### src/design/utra_pkg.sv
package utra_pkg;

  localparam int VALUE_WIDTH = 32;
  localparam int RADIX_W     = 6;
  localparam int CHAR_W      = 7;
  localparam int REM_W       = RADIX_W + 1;
  localparam int STEP_W      = $clog2(VALUE_WIDTH);
  localparam int IDX_W       = $clog2(VALUE_WIDTH);
  localparam int DEPTH_W     = $clog2(VALUE_WIDTH + 1);

  localparam logic [RADIX_W-1:0] RADIX_RESET = RADIX_W'(10);
  localparam logic [RADIX_W-1:0] RADIX_MIN   = RADIX_W'(2);
  localparam logic [RADIX_W-1:0] RADIX_MAX   = RADIX_W'(36);

  localparam logic [RADIX_W-1:0] DIGIT_LIMIT  = RADIX_W'(10);
  localparam logic [CHAR_W-1:0]  CHAR_ZERO    = CHAR_W'(48);
  localparam logic [CHAR_W-1:0]  CHAR_LOWER_A = CHAR_W'(97);
  localparam logic [CHAR_W-1:0]  CHAR_ALPHA_BASE = CHAR_LOWER_A - CHAR_W'(DIGIT_LIMIT);

  // controller -> datapath
  typedef struct packed {
    logic load;   // capture value, clear digit stack
    logic step;   // one restoring division step
    logic push;   // store remainder as next digit
    logic pop;    // read top digit
    logic show;   // load output character register
  } cmd_t;

  // datapath -> controller
  typedef struct packed {
    logic step_last;
    logic quo_zero;
    logic depth_zero;
  } status_t;

  function automatic logic [CHAR_W-1:0] digit_to_char(input logic [RADIX_W-1:0] d);
    logic [CHAR_W-1:0] dx;
    dx = CHAR_W'(d);
    if (d < DIGIT_LIMIT) begin
      return dx + CHAR_ZERO;
    end
    return dx + CHAR_ALPHA_BASE;
  endfunction

endpackage

### src/design/unsigned_to_radix_ascii_unit.sv
// Converts an unsigned 32-bit value to ASCII digits in the base held in the
// radix register (2..36, writes outside that range saturate; reset value 10).
// Digits leave most significant first as '0'-'9' then 'a'-'z', one beat per
// character, with last set on the final one; zero gives a single '0'.
// One value is converted at a time: in_ready is high only while idle. Each
// digit is produced by the bit-serial restoring divider, which shifts the
// whole quotient through and then pushes the remainder on the digit stack;
// each character is then read back from the stack, loaded into the output
// register and presented until taken. The radix may be written only while
// the unit is idle.
module unsigned_to_radix_ascii_unit
  import utra_pkg::*;
(
  input  logic                   clk,
  input  logic                   rst,
  input  logic                   cfg_write,
  input  logic [RADIX_W-1:0]     cfg_data,
  input  logic                   in_valid,
  output logic                   in_ready,
  input  logic [VALUE_WIDTH-1:0] value,
  output logic                   out_valid,
  input  logic                   out_ready,
  output logic [CHAR_W-1:0]      digit_char,
  output logic                   last
);

  cmd_t    cmd;
  status_t status;

  utra_ctrl u_ctrl (
    .clk       (clk),
    .rst       (rst),
    .in_valid  (in_valid),
    .in_ready  (in_ready),
    .out_valid (out_valid),
    .out_ready (out_ready),
    .status    (status),
    .cmd       (cmd)
  );

  utra_datapath u_datapath (
    .clk        (clk),
    .rst        (rst),
    .cfg_write  (cfg_write),
    .cfg_data   (cfg_data),
    .value      (value),
    .cmd        (cmd),
    .status     (status),
    .digit_char (digit_char),
    .last       (last)
  );

endmodule

### src/design/utra_ctrl.sv
module utra_ctrl
  import utra_pkg::*;
(
  input  logic    clk,
  input  logic    rst,
  input  logic    in_valid,
  output logic    in_ready,
  output logic    out_valid,
  input  logic    out_ready,
  input  status_t status,
  output cmd_t    cmd
);

  typedef enum logic [2:0] {
    S_IDLE,
    S_DIV,
    S_PUSH,
    S_READ,
    S_LOAD,
    S_OUT
  } state_t;

  state_t state;

  always_comb begin
    cmd      = '0;
    cmd.load = (state == S_IDLE) && in_valid;
    cmd.step = (state == S_DIV);
    cmd.push = (state == S_PUSH);
    cmd.pop  = (state == S_READ);
    cmd.show = (state == S_LOAD);
  end

  always_ff @(posedge clk) begin
    if (rst) begin
      state     <= S_IDLE;
      in_ready  <= 1'b1;
      out_valid <= 1'b0;
    end else begin
      case (state)
        S_IDLE: begin
          if (in_valid) begin
            state    <= S_DIV;
            in_ready <= 1'b0;
          end
        end
        S_DIV: begin
          if (status.step_last) begin
            state <= S_PUSH;
          end
        end
        S_PUSH: begin
          state <= status.quo_zero ? S_READ : S_DIV;
        end
        S_READ: begin
          state <= S_LOAD;
        end
        S_LOAD: begin
          state     <= S_OUT;
          out_valid <= 1'b1;
        end
        S_OUT: begin
          if (out_ready) begin
            out_valid <= 1'b0;
            if (status.depth_zero) begin
              state    <= S_IDLE;
              in_ready <= 1'b1;
            end else begin
              state <= S_READ;
            end
          end
        end
        default: begin
          state     <= S_IDLE;
          in_ready  <= 1'b1;
          out_valid <= 1'b0;
        end
      endcase
    end
  end

endmodule

### src/design/utra_datapath.sv
module utra_datapath
  import utra_pkg::*;
(
  input  logic                   clk,
  input  logic                   rst,
  input  logic                   cfg_write,
  input  logic [RADIX_W-1:0]     cfg_data,
  input  logic [VALUE_WIDTH-1:0] value,
  input  cmd_t                   cmd,
  output status_t                status,
  output logic [CHAR_W-1:0]      digit_char,
  output logic                   last
);

  logic [RADIX_W-1:0]     radix;
  logic [VALUE_WIDTH-1:0] quo;
  logic [REM_W-1:0]       rem;
  logic [STEP_W-1:0]      step;
  logic [DEPTH_W-1:0]     depth;
  logic [DEPTH_W-1:0]     depth_m1;
  logic [RADIX_W-1:0]     rd_digit;
  logic [RADIX_W-1:0]     stack [VALUE_WIDTH];

  logic [REM_W-1:0]       rem_shift;
  logic                   ge;
  logic [REM_W-1:0]       rem_next;

  // restoring division, one quotient bit per cycle
  assign rem_shift = {rem[REM_W-2:0], quo[VALUE_WIDTH-1]};
  assign ge        = rem_shift >= REM_W'(radix);
  assign rem_next  = ge ? (rem_shift - REM_W'(radix)) : rem_shift;
  assign depth_m1  = depth - DEPTH_W'(1);

  assign status.step_last  = (step == STEP_W'(VALUE_WIDTH - 1));
  assign status.quo_zero   = (quo == '0);
  assign status.depth_zero = (depth == '0);

  // register holds the clamped base
  always_ff @(posedge clk) begin
    if (rst) begin
      radix <= RADIX_RESET;
    end else if (cfg_write) begin
      if (cfg_data < RADIX_MIN) begin
        radix <= RADIX_MIN;
      end else if (cfg_data > RADIX_MAX) begin
        radix <= RADIX_MAX;
      end else begin
        radix <= cfg_data;
      end
    end
  end

  always_ff @(posedge clk) begin
    if (rst) begin
      step  <= '0;
      depth <= '0;
    end else begin
      if (cmd.load) begin
        step  <= '0;
        depth <= '0;
      end else if (cmd.step) begin
        step <= step + STEP_W'(1);
      end else if (cmd.push) begin
        step  <= '0;
        depth <= depth + DEPTH_W'(1);
      end else if (cmd.pop) begin
        depth <= depth_m1;
      end
    end
  end

  always_ff @(posedge clk) begin
    if (cmd.load) begin
      quo <= value;
      rem <= '0;
    end else if (cmd.step) begin
      quo <= {quo[VALUE_WIDTH-2:0], ge};
      rem <= rem_next;
    end else if (cmd.push) begin
      rem <= '0;
    end
  end

  // digit stack: digits arrive least significant first, leave most significant first
  always_ff @(posedge clk) begin
    if (cmd.push) begin
      stack[depth[IDX_W-1:0]] <= rem[RADIX_W-1:0];
    end
    if (cmd.pop) begin
      rd_digit <= stack[depth_m1[IDX_W-1:0]];
    end
  end

  always_ff @(posedge clk) begin
    if (cmd.show) begin
      digit_char <= digit_to_char(rd_digit);
      last       <= (depth == '0);
    end
  end

endmodule

### config.mk
export PLATFORM = sky130hd
export DESIGN_NAME = unsigned_to_radix_ascii_unit
export DESIGN_NICKNAME = d
export VERILOG_FILES = /design/src/design/utra_pkg.sv /design/src/design/unsigned_to_radix_ascii_unit.sv /design/src/design/utra_ctrl.sv /design/src/design/utra_datapath.sv
export SDC_FILE = /design/constraint.sdc
export NUM_CORES = 1
export LEC_CHECK = 0
export BUFFER_PORTS_ARGS = -buffer_cell sky130_fd_sc_hd__buf_4
export CAP_MARGIN = 20
export CORE_MARGIN = 2
export CORE_UTILIZATION = 55
export CTS_BUF_LIST = sky130_fd_sc_hd__clkbuf_16
export DETAILED_ROUTE_END_ITERATION = 7
export PLACE_DENSITY = 0.75
export SLEW_MARGIN = 10
export SYNTH_ARGS = -nofsm -noshare
export SYNTH_HDL_FRONTEND = slang
export SYNTH_HIERARCHICAL = 1
export SYNTH_SLANG_ARGS = --single-unit
export TNS_END_PERCENT = 20
### constraint.sdc
create_clock -name clk -period 2.3 [get_ports clk]
set_input_delay 0.46 -clock clk [delete_from_list [all_inputs] [get_ports clk]]
set_output_delay 0.46 -clock clk [all_outputs]
set_load 0.01 [all_outputs]
==> impl_metrics.csv <==
group,metric,value,unit
routing,dr_total_vias,6651,
job,drv_cap,0,
timing,fmax,447,MHz
place,place_congestion,0.911,
grt,grt_pass1_wl,38100,um
clock_tree,cts_tree,"done",
logic_synthesis,async_reset_ff_share,0,%
timing,whs,0.192,ns
clock_tree,ctsLongestPathBuffers,3,
routing,dr.pass1.iters,5,
clock_tree,ctsRootBufferMaster,"clkbuf_16",
grt,grt_pass1_vias,6889,
clock_tree,htree_levels,1,
cells_and_area,stdcell_area,13300,um^2
routing,drt_wl_total,24300,um
timing,finalMaxSlewViolations,0,
cells_and_area,n_antenna_cell,0,
clock_tree,cts_made_buffers,26,
timing,clock_skew,0.0231,ns
place,placed_cells,1061,
routing,wl_per_cell,22.0,um
timing,fin_ws,0.0634,ns
timing,period_share,97.2,%
cells_and_area,nets,876,
critical_path,critical_path_arrival,2.49,ns
logic_synthesis,synth_nets,784,
critical_path,path_max_fanout,30,
floorplan,rows,53,
routing,drc,0,
clock_tree,path_clk_slew,0.06,ns
floorplan,ios,53,
logic_synthesis,yosys_register_bits,266,
routing,antenna_left,0,
logic_synthesis,synthesis.area,11600,um^2
routing,drtIter0Drc,553,
pwr,leakagePower,4.68,nW
floorplan,die-area,22200,um^2
logic_synthesis,synth_edf_count,238,
logic_synthesis,yosys.cell_types.count,69,
timing,finalHoldViolations,0,
clock_tree,numClockSinks,266,
cells_and_area,drive_above_1_share,27.1,%
place,place_area,12500,um^2
critical_path,crit_chain,"inv_6 -> ha_1 -> buf_12 -> mux4_2 -> and2_1 -> a211oi_1 -> a311oi_2",
critical_path,critPathCaptureType,"flip-flop",
logic_synthesis,avgSynthCellArea,16.0,um^2
pwr,p_total,12.1,mW
logic_synthesis,ys.flop_type,"edfxtp_1",
floorplan,initial_core_util,55.6,%
grt,grt_max_degree,39,
routing,viasPerCell,6.00,
pwr,ir_worst_vdd,0.597,mV
grt,grt_use_total,22.4,%
logic_synthesis,ys_warn_count,6,
critical_path,worstSetupPathType,"flip-flop to flip-flop",
floorplan,fp.dieH,149,um
timing,slew_headroom,46.0,%
timing,setup_viol,0,
floorplan,die_x,149,um
grt,grt-ovfl-total,0,
timing,rsz0062_at_grt,"yes",
cells_and_area,layout_common_cells,"238 x edfxtp_1, 92 x buf_4, 64 x nor2_1, 54 x nand2_1, 37 x mux4_2",
critical_path,worstPathRequired,2.55,ns
cells_and_area,layout_commonest_cell,"edfxtp_1",
floorplan,core-area,20800,um^2
timing,tightest_slew,0.809,ns
place,dp_worst_setup_slack,0.0120,ns
grt,antenna_found_initial,0,
critical_path,slowest_stage,"dfxtp_4",
run_status,status,"finished, final reports clean",
min_path,hold_path_class,"primary input to flip-flop",
place,numPortBuffers,52,
pwr,powerDensity,912,nW/um^2
logic_synthesis,synth-seq-area-share,66.5,%
cells_and_area,area_delta_synth_final,14.9,%
clock_tree,clk-insertion-delay-late,0.54,ns
timing,min_period,2.24,ns
logic_synthesis,synthCells,722,
cells_and_area,final_cells,1108,
place,hpwl,16000,um
critical_path,slowest_delay,0.39,ns
critical_path,startpoint_type,"flip-flop",
worst max-delay path, delay by kind of cell, from the launching register on:
kind | cells | cell delay, ns
muxes | 1 | 0.35
DFF | 1 | 0.39
and+or+nand+nor | 1 | 0.18
adders and majority gates | 1 | 0.36
AOI/OAI and AO/OA | 2 | 0.39
buffers and inverters | 2 | 0.28
worst paths after layout:
| check | from | to | slack (ns) | cells past startpoint |
|---|---|---|---|---|
| hold / removal | cfg_data[5] | u_datapath/radix[3] | 0.19 | 2 |
| setup reg to reg | u_datapath/depth[0] | u_datapath/rd_digit[4] | 0.06 | 7 |
| hold reg to reg | u_datapath/radix[1] | u_datapath/radix[1] | 0.47 | 2 |
| setup / recovery | u_datapath/depth[0] | u_datapath/rd_digit[4] | 0.06 | 7 |
metal layers:
layer	part of all wire (%)	track usage (%)
met1	39	29.2
met2	51	39.5
met3	7.0	3.61
met4	2.6	6.19
met5	0	0
cell usage after synthesis (all sizes together) (5+ instances only):
cell | count | area (um^2)
nand2b | 6 | 37.5
mux2i | 13 | 130
nor3b | 7 | 62.6
mux4 | 48 | 1120
nand3b | 5 | 37.5
edfxtp | 238 | 7150
a211oi | 7 | 52.6
inv | 19 | 76.3
ha | 18 | 225
o21ai | 20 | 100
a311oi | 6 | 90.1
nand3 | 7 | 35.0
clkbuf | 9 | 37.5
nor2 | 65 | 246
buf | 24 | 175
xnor2 | 10 | 95.1
and2 | 7 | 43.8
nor2b | 8 | 52.6
nor4 | 9 | 56.3
nand2 | 54 | 203
mux2 | 33 | 372
dfxtp | 28 | 561
a32o | 7 | 70.1
nor3 | 6 | 41.3
a21oi | 23 | 119
registers in the layout (all words and copies together), names as in the netlist:
register               cells
u_datapath/last            1
u_datapath/step            5
u_datapath/radix           6
u_ctrl/in_ready            1
u_ctrl/state               3
u_datapath/quo            32
u_ctrl/out_valid           1
u_datapath/digit_char      7
u_datapath/rem             6
u_datapath/rd_digit        6
u_datapath/stack         192
u_datapath/depth           6
layout make-up:
| cell class | instances | area [um^2] |
|---|---|---|
| clock buffers | 26 | 651 |
| well taps | 275 | 344 |
| fillers | 1455 | 7500 |
| flip-flops and latches | 266 | 7710 |
| clock inverters | 21 | 155 |
| inverters | 19 | 76.3 |
| multi-input cells | 404 | 3600 |
| repair buffers | 97 | 782 |
power by group:
group          switching [mW]  total [mW]  internal (mW)
clock                    1.72        4.00           2.28
sequential              0.126        6.10           5.97
combinational            1.28        2.05          0.773
total                    3.13        12.1           9.02
repair_timing:
action                                 in CTS  in global routing
buffers inserted                            0                  0
endpoints found under the hold margin       0                  0
resized for setup                           0                  3
setup endpoints to repair                   0                  7
hold buffers                                0                  0
through the flow:
stage | TNS [ns] | utilization (%)
detailed placement | 0 | 60.0
finish | 0 | 64.0
global placement | 0 | 60.0
global route | -0.00971 | 64.0
CTS | 0 | 63.9
floorplan | 0 | -
kinds of logic (layout without fill, tap and decap cells):
group           count (synthesis)  after routing  synth area share, %
buf+inv                        52            163                 2.49
fa+ha+maj                      19             19                 2.12
simple gates                  188            188                 7.91
mux                            94             94                 14.0
flops                         266            266                 66.5
compound gates                 89             89                 5.76
xor+xnor                       14             14                 1.19
No activity file was read; power rests on OpenSTA's default activity.
